$ cat src/rtl/pces_ram.sv
// ----------------------------------------------------------------------------
// Pad charge erf spread: generic RAM
// One write port, one read port, registered read data.
// ----------------------------------------------------------------------------
module pces_ram #(
  parameter int WIDTH = 8,
  parameter int DEPTH = 16
) (
  input  logic                     clk,
  input  logic                     wr_en,
  input  logic [$clog2(DEPTH)-1:0] wr_addr,
  input  logic [WIDTH-1:0]         wr_data,
  input  logic [$clog2(DEPTH)-1:0] rd_addr,
  output logic [WIDTH-1:0]         rd_data
);

  logic [WIDTH-1:0] mem_r [DEPTH];
  logic [WIDTH-1:0] rd_data_r;

  always_ff @(posedge clk) begin
    if (wr_en) begin
      mem_r[wr_addr] <= wr_data;
    end
    rd_data_r <= mem_r[rd_addr];
  end

  assign rd_data = rd_data_r;

endmodule

$ cat config.mk
export PLATFORM = sky130hd
export DESIGN_NAME = pces_ram
export DESIGN_NICKNAME = d
export VERILOG_FILES = /design/src/rtl/pces_ram.sv
export SDC_FILE = /design/constraint.sdc
export NUM_CORES = 1
export LEC_CHECK = 0
export CORE_MARGIN = 2
export CORE_UTILIZATION = 56
export CTS_CLUSTER_SIZE = 12
export DETAILED_ROUTE_END_ITERATION = 10
export DONT_BUFFER_PORTS = 1
export PLACE_DENSITY_LB_ADDON = 0.05
export SLEW_MARGIN = 20
export SYNTH_ARGS = -nofsm -noshare
export SYNTH_HDL_FRONTEND = slang
export SYNTH_SLANG_ARGS = --single-unit
$ cat constraint.sdc
create_clock -name clk -period 1.65 [get_ports clk]
set_input_delay 0.0825 -clock clk [delete_from_list [all_inputs] [get_ports clk]]
set_output_delay 0.0825 -clock clk [all_outputs]
set_load 0.01 [all_outputs]
==> insert_results.sql, run 1 <==
INSERT INTO impl_metrics (metric_group, metric, value, unit) VALUES
('timing', 'fin_hold_ws', '-0.0732', 'ns'),
('timing', 'max_slew_margin', '60.6', '%'),
('clock_network', 'cts.repair.resized', '0', ''),
('detailed_routing', 'drtAntennaViolNets', '0', ''),
('timing', 'grt_setup_unrepaired', 'false', ''),
('worst_setup_path', 'timing.critical_path.buf_inv', '3', ''),
('worst_setup_path', 'reg2reg_setup_slack', '0.32', 'ns'),
('timing', 'worst_pin_slew', '0.590', 'ns'),
('clock_network', 'post_cts_buffers', '0', ''),
('timing', 'final_min_period_over_clock_period', '84.3', '%'),
('pwr', 'p_leak', '2.02', 'nW'),
('grt', 'antenna_found_initial', '0', ''),
('hold_path', 'origin_of_the_worst_min_delay_path', 'rd_addr[0]', ''),
('timing', 'report.final.setup_viol', '0', ''),
('detailed_routing', 'totalWireLength', '9340', 'um'),
('worst_setup_path', 'slowest_stage', 'dlygate4sd3_1', ''),
('detailed_routing', 'drt_first_iter_violations', '182', ''),
('finish', 'stdcell_area', '6020', 'um^2'),
('placed_design', 'post-dp-hpwl', '5740', 'um'),
('synthesis', 'synthDistinctLibCells', '19', ''),
('grt', 'grt_pass1_wl', '14200', 'um'),
('timing', 'period_needed', '1.39', 'ns'),
('finish', 'post_synthesis_to_final_layout_area_growth', '17.0', '%'),
('worst_setup_path', 'critical-path-max-stage-delay', '0.59', 'ns'),
('detailed_routing', 'dr_total_vias', '2383', ''),
('placed_design', 'post-place-ws', '0.293', 'ns'),
('synthesis', 'postSynthRegisterBits', '136', ''),
('detailed_routing', 'drt_first_pass_iters', '4', ''),
('clock_network', 'clock_tree.root_cell', 'clkbuf_8', ''),
('timing', 'fin_worst_skew', '0.00652', 'ns'),
('placed_design', 'placedCellCount', '345', ''),
('floorplanning', 'initial_utilization', '58.5', '%'),
('floorplanning', 'chipHeight', '99.9', 'um'),
('clock_network', 'htree_num_levels', '4', ''),
('grt', 'grt.total_usage', '20.8', '%'),
('worst_setup_path', 'crit-reg2reg-capture', 'rd_data[5]', ''),
('run_status', 'status', 'complete, but fails checks', ''),
('clock_network', 'cts.path.max_buffers', '2', ''),
('finish', 'antenna_cells', '0', ''),
('timing', 'maxSlewViolCount', '0', ''),
('timing', 'fmax', '719', 'MHz'),
('run_status', 'failed_checks', 'negative hold slack', ''),
('finish', 'final_core_utilization', '68.4', '%'),
('clock_network', 'hold_buffers', '12', ''),
('placed_design', 'gp_congestion', '0.722', ''),
('finish', 'layout-drive-gt1-share', '22.8', '%'),
('grt', 'grt_pass1_vias', '2518', ''),
('clock_network', 'tritoncts', 'done', ''),
('pwr', 'total_power', '7.75', 'mW'),
('worst_setup_path', 'critical-path-top-cell-by-count', 'dlygate4sd3_1', ''),
('synthesis', 'post_synth_instance_area', '5150', 'um^2'),
('placed_design', 'post_dp_cell_area', '5330', 'um^2'),
('clock_network', 'clkLatencyLatePin', '0.51', 'ns'),
('grt', 'largest_net_degree_at_the_start_of_global_routing', '33', ''),
('clock_network', 'clk_pin_slew', '0.06', 'ns'),
('hold_path', 'worstHoldPathCells', '3', ''),
('worst_setup_path', 'crit_path_max_fanout', '8', ''),
('synthesis', 'ys_seq_area_share', '77.8', '%'),
('synthesis', 'synthesis.instances', '229', ''),
('timing', 'timing.final.ws_setup', '0.259', 'ns'),
('detailed_routing', 'detail_route.drc_violations', '0', ''),
('clock_network', 'clock_sink_count', '136', ''),
('worst_setup_path', 'crit-reg2reg-launch', 'mem_r[1][5]', ''),
('worst_setup_path', 'worstSetupPathType', 'input port to flop', ''),
('floorplanning', 'fp.dieW', '99.9', 'um'),
('run', 'number_of_max_cap_violations', '0', ''),
('worst_setup_path', 'cp_top_family', 'buffers and inverters', ''),
('placed_design', 'number_of_buffers_inserted_by_port_buffering', '0', ''),
('timing', 'hold_violations', '8', ''),
('grt', 'grt_overflow_total', '0', ''),
('clock_network', 'cts_buffers', '17', '');
==> layout by cell type (no fill, tap or decap), types with 2 or more instances in the layout <==
master and count:
mux4_1 14, nor3_1 4, buf_4 18, dlygate4sd3_1 11
bufinv_16 3, nand2b_1 2, clkinv_2 4, dfxtp_1 8
mux4_2 18, a22oi_1 16, edfxtp_1 128, clkbuf_1 5
nand3b_1 2, nor2_1 13, nand2_1 9, clkbuf_16 16
==> registers in the layout (all words and copies together), names as in the netlist <==
signal,flops
rd_data,8
mem_r,128
==> cells by family after synthesis <==
kind of cell,Yosys count,share of synthesized area [%]
simple gates,35,3.18
buf+inv,10,1.68
compound gates,16,2.33
flops,136,77.8
mux,32,15.0
==> how the worst max path moves through the flow <==
| stage | startpoint | endpoint | slack [ns] | cells past startpoint |
|---|---|---|---|---|
| after floorplan | wr_addr[2] | mem_r[0][0] | 0.07 | 2 |
| after global placement | mem_r[1][5] | rd_data[5] | 0.33 | 3 |
| after detailed placement | mem_r[1][5] | rd_data[5] | 0.29 | 3 |
| after CTS | wr_addr[0] | mem_r[12][7] | 0.29 | 4 |
| after global routing | wr_addr[0] | mem_r[12][7] | 0.19 | 4 |
| final | wr_addr[0] | mem_r[12][3] | 0.26 | 4 |
==> area by class of cell <==
cell class	instances	area, um^2
repair buffers	30	265
multi-input cells	83	1060
clock inverters	10	130
fillers	538	2780
clock buffers	22	433
well taps	108	135
flip-flops and latches	136	4000
==> per-layer routing <==
metal  part of all wire (%)  track usage, %  vias up
met5                      0               0        -
met4                    1.3            7.69        0
met3                    5.9            5.57       16
met2                     53            33.9       80
met1                     40            27.3     1235
li1                       -               -     1052
==> worst register-to-register path, stage by stage (launching register included) <==
cell	delay, ns
edfxtp_1	0.36
mux4_1	0.50
a22oi_1	0.27
nand2_1	0.08
==> cells in the mapped netlist <==
master,n,area share [%]
nor2b_1,1,0.12
mux4_1,14,7.1
or3b_2,1,0.17
clkdlybuf4s25_2,3,0.58
nand3b_1,2,0.29
nor2_1,13,0.95
dfxtp_1,8,3.1
nand2b_1,2,0.24
and2_1,1,0.12
buf_2,3,0.29
and2b_1,1,0.15
nor3_1,4,0.39
nand2_1,9,0.66
buf_6,3,0.66
nand3_1,1,0.097
a22oi_1,16,2.3
buf_4,1,0.15
edfxtp_1,128,75
mux4_2,18,7.9
==> power breakdown <==
part           switching, mW  internal [mW]
logic                  0.151          0.141
clock network           1.27           2.28
registers             0.0378           3.87
Power figures use the tool's default switching activity.
==> run 2: changes to the inputs <==
==> constraint.sdc (replaced) <==
create_clock -name clk -period 1.21 [get_ports clk]
set_input_delay 0.0605 -clock clk [delete_from_list [all_inputs] [get_ports clk]]
set_output_delay 0.0605 -clock clk [all_outputs]
set_load 0.01 [all_outputs]
==> run 2 against run 1 <==
  * The run ends with negative hold slack, negative setup slack left
  * Setup slack worse by 0.34 ns
  * Clock power is 28% higher
  * Power is 33% higher
  * Final cell count decreased by 0.77%
  * Sequential share of layout area grew 0.66 points
  * Sequential cell count unchanged
  * Critical path depth down 1
  * Wire length grew 4.2%
  * First-iteration DRC count rose by 1.1%
  * Cell area shrank 0.98%
  * Highest routed layer unchanged
==> insert_results.sql, run 2 (synthesis gave the netlist of run 1 again) <==
INSERT INTO impl_metrics (metric_group, metric, value, unit) VALUES
('timing', 'fmax', '774', 'MHz'),
('finish', 'fillcell_total', '563', ''),
('detailed_routing', 'detail_route.drc_violations', '0', ''),
('floorplanning', 'fp.dieW', '99.9', 'um'),
('worst_setup_path', 'worstPathRequired', '1.59', 'ns'),
('clock_network', 'tritoncts', 'done', ''),
('placed_design', 'post-dp-hpwl', '5910', 'um'),
('clock_network', 'clock_sink_count', '136', ''),
('finish', 'regMostFlops', 'mem_r', ''),
('floorplanning', 'chipHeight', '99.9', 'um'),
('detailed_routing', 'drtAntennaViolNets', '0', ''),
('hold_path', 'worstHoldPathCells', '3', ''),
('detailed_routing', 'dr_total_vias', '2336', ''),
('pwr', 'p_leak', '1.94', 'nW'),
('timing', 'hold_violations', '8', ''),
('timing', 'max_slew_margin', '44.5', '%'),
('finish', 'multiInputGateArea', '1060', 'um^2'),
('floorplanning', 'core_region_area', '8810', 'um^2'),
('clock_network', 'clock_tree.root_cell', 'clkbuf_8', ''),
('pwr', 'net_load_switching_power', '2.01', 'mW'),
('timing', 'grt_setup_unrepaired', 'true', ''),
('detailed_routing', 'drt_first_iter_violations', '184', ''),
('grt', 'largest_net_degree_at_the_start_of_global_routing', '33', ''),
('hold_path', 'timing.hold.worst_endpoint', 'rd_data[4]', ''),
('grt', 'grt_overflow_total', '0', ''),
('timing', 'report.final.setup_viol', '7', ''),
('placed_design', 'gp_congestion', '0.804', ''),
('pwr', 'powerDensity', '1720', 'nW/um^2'),
('placed_design', 'post_dp_cell_area', '5340', 'um^2'),
('timing', 'final_min_period_over_clock_period', '107', '%'),
('detailed_routing', 'totalWireLength', '9730', 'um'),
('floorplanning', 'ioPinCount', '26', ''),
('finish', 'layout.cells.most_common', 'edfxtp_1', ''),
('clock_network', 'cts_buffers', '17', ''),
('worst_setup_path', 'end_kind', 'flop', ''),
('run_status', 'failed_checks', 'negative hold slack, negative setup slack', ''),
('clock_network', 'hold_buffers', '10', ''),
('placed_design', 'post-place-ws', '-0.158', 'ns'),
('pwr', 'combPwrFrac', '3.8', '%'),
('finish', 'stdcell_area', '5970', 'um^2'),
('hold_path', 'origin_of_the_worst_min_delay_path', 'rd_addr[1]', ''),
('timing', 'fin_worst_skew', '0.00558', 'ns'),
('detailed_routing', 'route.detailed.wl_per_inst', '25.2', 'um'),
('pwr', 'total_power', '10.3', 'mW'),
('grt', 'global_route.usage.met2', '34.8', '%'),
('clock_network', 'clkLatencyLatePin', '0.49', 'ns'),
('worst_setup_path', 'crit-reg2reg-launch', 'mem_r[3][5]', ''),
('timing', 'period_needed', '1.29', 'ns'),
('hold_path', 'hold_path.class', 'input port to flop', ''),
('worst_setup_path', 'cp_data_arrival_time', '1.67', 'ns'),
('grt', 'gr-usage-met1', '28.6', '%'),
('clock_network', 'cts.path.max_buffers', '2', ''),
('floorplanning', 'rows', '34', ''),
('finish', 'antenna_cells', '0', ''),
('worst_setup_path', 'ff2ff_path_depth', '3', ''),
('timing', 'maxSlewViolCount', '0', ''),
('floorplanning', 'total_die_area', '9980', 'um^2'),
('grt', 'grt_util_met3', '5.43', '%'),
('grt', 'grt_pass1_vias', '2524', ''),
('clock_network', 'htree_num_levels', '4', ''),
('grt', 'antenna_found_initial', '0', ''),
('worst_setup_path', 'reg2reg_setup_slack', '-0.08', 'ns'),
('timing', 'timing.final.ws_setup', '-0.0818', 'ns'),
('grt', 'grt.total_usage', '21.5', '%'),
('worst_setup_path', 'crit_path_max_fanout', '1', ''),
('finish', 'layout-drive-gt1-share', '30.6', '%'),
('placed_design', 'number_of_buffers_inserted_by_port_buffering', '0', ''),
('worst_setup_path', 'setup.worst_path.start_class', 'flop', ''),
('pwr', 'internal_power', '8.28', 'mW'),
('pwr', 'power_switching_share', '19.5', '%'),
('finish', 'sequential_standard_cell_area', '4000', 'um^2'),
('pwr', 'seqPwrFrac', '51.7', '%'),
('floorplanning', 'initial_utilization', '58.5', '%'),
('grt', 'grt_pass1_wl', '14800', 'um'),
('finish', 'flip_flop_count_of_the_largest_register_after_layout', '128', ''),
('pwr', 'ir_worst_vdd', '1.06', 'mV'),
('grt', 'grt_busiest_layer', 'met2', ''),
('finish', 'commonest_cells_after_routing_fill_and_taps_aside', 'edfxtp_1 (128), mux4_2 (30), buf_4 (17), clkbuf_16 (16), nor2_1 (13)', ''),
('run', 'number_of_max_cap_violations', '0', ''),
('pwr', 'power.clock.fraction', '44.5', '%'),
('detailed_routing', 'route.detailed.vias_per_inst', '6.05', ''),
('worst_setup_path', 'crit-reg2reg-capture', 'rd_data[5]', ''),
('detailed_routing', 'drt_first_pass_iters', '5', ''),
('timing', 'worst_pin_slew', '0.831', 'ns'),
('finish', 'post_synthesis_to_final_layout_area_growth', '15.9', '%'),
('clock_network', 'clk_pin_slew', '0.06', 'ns'),
('timing', 'final.setup.tns', '-0.282', 'ns'),
('run_status', 'status', 'complete, but fails checks', ''),
('timing', 'fin_hold_ws', '-0.147', 'ns'),
('worst_setup_path', 'worstSetupPathType', 'flop to flop', ''),
('finish', 'nets', '283', '');
-- run 2: power groups by stage --
stage,Clock (mW),Sequential [mW],Combinational [mW]
4_1_cts,4.63,5.32,0.388
2_1_floorplan,0,5.40,0.268
5_1_grt,4.87,5.33,0.419
6_report,4.57,5.32,0.390
3_3_place_gp,0,5.41,0.276
3_5_place_dp,0,5.42,0.282
-- run 2: worst max-delay path, cell delays in order, from the launching register on --
cell and delay [ns]:
edfxtp_1 0.40, mux4_2 0.50, a22oi_2 0.21, nand2_1 0.07
-- run 2: final cells by class --
cell class | count | area share, %
clock buffer | 23 | 7.66
clock inverter | 9 | 1.34
multi-input combinational | 83 | 17.8
sequential | 136 | 67.1
tap | 108 | 2.27
timing repair buffer | 27 | 3.82
-- run 2: worst max path at each step --
stage	from	endpoint	slack, ns	cells after the start
final	mem_r[3][5]	rd_data[5]	-0.08	3
after global routing	mem_r[0][5]	rd_data[5]	-0.12	3
after CTS	mem_r[0][5]	rd_data[5]	-0.1	3
after detailed placement	mem_r[0][5]	rd_data[5]	-0.16	3
after global placement	mem_r[1][2]	rd_data[2]	-0.12	3
after floorplan	wr_addr[2]	mem_r[3][0]	-0.12	2
-- run 2: routing by layer --
layer	share of wire [%]	wire length, um	vias to the layer above
met5	0	0	-
met4	0.85	83	0
met3	6.3	610	6
met2	51	4920	78
met1	42	4110	1213
li1	-	-	1039
-- run 2: metrics by stage --
| step | cells | utilization (%) |
|---|---|---|
| 2_1_floorplan | 229 | - |
| 3_3_place_gp | 344 | 60.6 |
| 3_5_place_dp | 344 | 60.6 |
| 4_1_cts | 386 | 67.8 |
| 5_1_grt | 386 | 67.7 |
| 6_report | 386 | 67.7 |
-- run 2: what timing repair did --
action	4_1_cts	5_1_grt
gates resized for setup	14	5
setup endpoints to repair	8	8
setup buffers	0	0
pin swaps	8	3
hold endpoints to repair	168	8
==> run 3: changes to the inputs <==
--- a/config.mk
+++ b/config.mk
@@ -11,6 +11,7 @@
 export DETAILED_ROUTE_END_ITERATION = 10
 export DONT_BUFFER_PORTS = 1
 export PLACE_DENSITY_LB_ADDON = 0.05
+export SKIP_LAST_GASP = 1
 export SLEW_MARGIN = 20
 export SYNTH_ARGS = -nofsm -noshare
 export SYNTH_HDL_FRONTEND = slang
==> run 3 against run 2 <==
  * Core utilization is 0.071 points higher
  * Wire length down 0.11%
  * Register-to-register slack is essentially flat
  * Critical path depth is the same
  * Power hardly changed
  * Clock skew about the same
  * The flow still finishes with violations (negative hold slack, negative setup slack)
  * Global-route usage stayed put
  * Sequential cell count stayed put
  * Sequential power hardly changed
  * Fmax shrank 1.0%
  * Critical path type unchanged
  * Sequential share of layout area down 0.070 points
==> insert_results.sql, run 3 (synthesis gave the netlist of run 1 again) <==
INSERT INTO impl_metrics (metric_group, metric, value, unit) VALUES
('timing', 'hold_violations', '8', ''),
('worst_setup_path', 'cp_data_arrival_time', '1.69', 'ns'),
('clock_network', 'cts_buffers', '17', ''),
('timing', 'timing.final.ws_setup', '-0.0955', 'ns'),
('placed_design', 'placedCellCount', '344', ''),
('timing', 'report.final.setup_viol', '8', ''),
('timing', 'grt_setup_unrepaired', 'true', ''),
('finish', 'layout-drive-gt1-share', '29.1', '%'),
('floorplanning', 'total_die_area', '9980', 'um^2'),
('pwr', 'ir_worst_vdd', '1.06', 'mV'),
('timing', 'fin_worst_skew', '0.00566', 'ns'),
('run', 'number_of_max_cap_violations', '0', ''),
('pwr', 'p_leak', '1.95', 'nW'),
('clock_network', 'clkLatencyLatePin', '0.50', 'ns'),
('finish', 'antenna_cells', '0', ''),
('timing', 'fin_hold_ws', '-0.151', 'ns'),
('finish', 'nets', '283', ''),
('finish', 'commonest_cells_after_routing_fill_and_taps_aside', 'edfxtp_1 (128), mux4_2 (27), buf_4 (17), clkbuf_16 (16), nor2_1 (13)', ''),
('timing', 'final_min_period_over_clock_period', '108', '%'),
('timing', 'worst_pin_slew', '0.802', 'ns'),
('clock_network', 'cts.path.max_buffers', '2', ''),
('placed_design', 'gp_congestion', '0.804', ''),
('grt', 'grt_pass1_vias', '2524', ''),
('worst_setup_path', 'worstPathRequired', '1.60', 'ns'),
('grt', 'grt_pass1_wl', '14800', 'um'),
('detailed_routing', 'route.detailed.vias_per_inst', '6.02', ''),
('clock_network', 'tritoncts', 'done', ''),
('grt', 'antenna_found_initial', '0', ''),
('run_status', 'failed_checks', 'negative hold slack, negative setup slack', ''),
('finish', 'regMostFlops', 'mem_r', ''),
('detailed_routing', 'drt_first_pass_iters', '4', ''),
('run_status', 'status', 'complete, but fails checks', ''),
('placed_design', 'post-dp-hpwl', '5910', 'um'),
('hold_path', 'hold_path.class', 'input port to flop', ''),
('pwr', 'powerDensity', '1720', 'nW/um^2'),
('worst_setup_path', 'setup.worst_path.start_class', 'flop', ''),
('timing', 'period_needed', '1.31', 'ns'),
('finish', 'fillcell_total', '558', ''),
('floorplanning', 'core_region_area', '8810', 'um^2'),
('detailed_routing', 'drtAntennaViolNets', '0', ''),
('finish', 'flip_flop_count_of_the_largest_register_after_layout', '128', ''),
('floorplanning', 'chipHeight', '99.9', 'um'),
('finish', 'layout.cells.most_common', 'edfxtp_1', ''),
('clock_network', 'clk_pin_slew', '0.06', 'ns'),
('placed_design', 'post_dp_cell_area', '5340', 'um^2'),
('worst_setup_path', 'worstSetupPathType', 'flop to flop', ''),
('grt', 'largest_net_degree_at_the_start_of_global_routing', '33', ''),
('detailed_routing', 'drt_first_iter_violations', '188', ''),
('clock_network', 'clock_tree.root_cell', 'clkbuf_8', ''),
('worst_setup_path', 'end_kind', 'flop', ''),
('finish', 'post_synthesis_to_final_layout_area_growth', '16.0', '%'),
('detailed_routing', 'detail_route.drc_violations', '0', ''),
('grt', 'grt_overflow_total', '0', ''),
('worst_setup_path', 'crit_path_max_fanout', '1', ''),
('detailed_routing', 'dr_total_vias', '2322', ''),
('clock_network', 'htree_num_levels', '4', ''),
('timing', 'maxSlewViolCount', '0', ''),
('finish', 'stdcell_area', '5970', 'um^2'),
('placed_design', 'number_of_buffers_inserted_by_port_buffering', '0', ''),
('clock_network', 'hold_buffers', '10', ''),
('clock_network', 'clock_sink_count', '136', ''),
('floorplanning', 'fp.dieW', '99.9', 'um'),
('grt', 'grt.total_usage', '21.5', '%'),
('timing', 'fmax', '766', 'MHz'),
('floorplanning', 'ioPinCount', '26', ''),
('timing', 'max_slew_margin', '46.4', '%'),
('detailed_routing', 'route.detailed.wl_per_inst', '25.2', 'um'),
('floorplanning', 'initial_utilization', '58.5', '%'),
('floorplanning', 'rows', '34', ''),
('finish', 'post_layout_nonfiller_instances', '386', ''),
('detailed_routing', 'totalWireLength', '9720', 'um');
-- run 3: cell counts in the layout (fill, tap and decap cells not counted) --
Identical to the previous run, type by type.
-- run 3: layout make-up --
cell class / instances / area [um^2] / area share, %
flip-flops and latches: 136 / 4000 / 67.0
clock inverters: 9 / 80.1 / 1.34
multi-input cells: 83 / 1070 / 17.9
clock buffers: 23 / 457 / 7.65
repair buffers: 27 / 228 / 3.81
well taps: 108 / 135 / 2.26
-- run 3: worst paths after layout --
check                                  start    endpoint  slack (ns)  depth (start not counted)
worst max register to register   mem_r[3][5]  rd_data[5]        -0.1                          3
worst min-delay path              rd_addr[1]  rd_data[4]       -0.15                          3
worst min register to register  mem_r[13][4]  rd_data[4]        0.67                          3
worst max-delay path             mem_r[3][5]  rd_data[5]        -0.1                          3
-- run 3: through the flow --
step,setup slack [ns],util [%],hold WS (ns),total power [mW],TNS [ns]
floorplan,-0.117,-,0.159,5.67,-3.60
global placement,-0.115,60.6,0.160,5.69,-0.522
detailed placement,-0.158,60.6,0.160,5.70,-0.845
CTS,-0.0977,67.8,-0.172,10.3,-0.429
global route,-0.116,67.8,-0.178,10.6,-0.700
finish,-0.0955,67.8,-0.151,10.3,-0.379
-- run 3: critical path, cell delays in order, from the launching register on --
cell	delay, ns
edfxtp_1	0.40
mux4_2	0.50
a22oi_2	0.22
nand2_1	0.07
-- run 3: layer usage --
| layer | up-vias | global-route usage, % | part of all wire (%) |
|---|---|---|---|
| met5 | - | 0 | 0 |
| met4 | 0 | 8.01 | 0.59 |
| met3 | 4 | 5.43 | 6.0 |
| met2 | 78 | 34.8 | 51 |
| met1 | 1201 | 28.6 | 42 |
| li1 | 1039 | - | - |
-- run 3: repair_timing --
action | in CTS | in global routing
setup buffers | 0 | 0
endpoints found under the setup margin | 8 | 8
endpoints found under the hold margin | 168 | 8
resized for setup | 14 | 1
pin swaps | 8 | 1
-- run 3: report_power, final --
group          switching [mW]  internal (mW)  leakage [nW]
registers              0.0520           5.27          1.22
logic                   0.195          0.192         0.472
clock network            1.77           2.82         0.255
total                    2.02           8.28          1.95
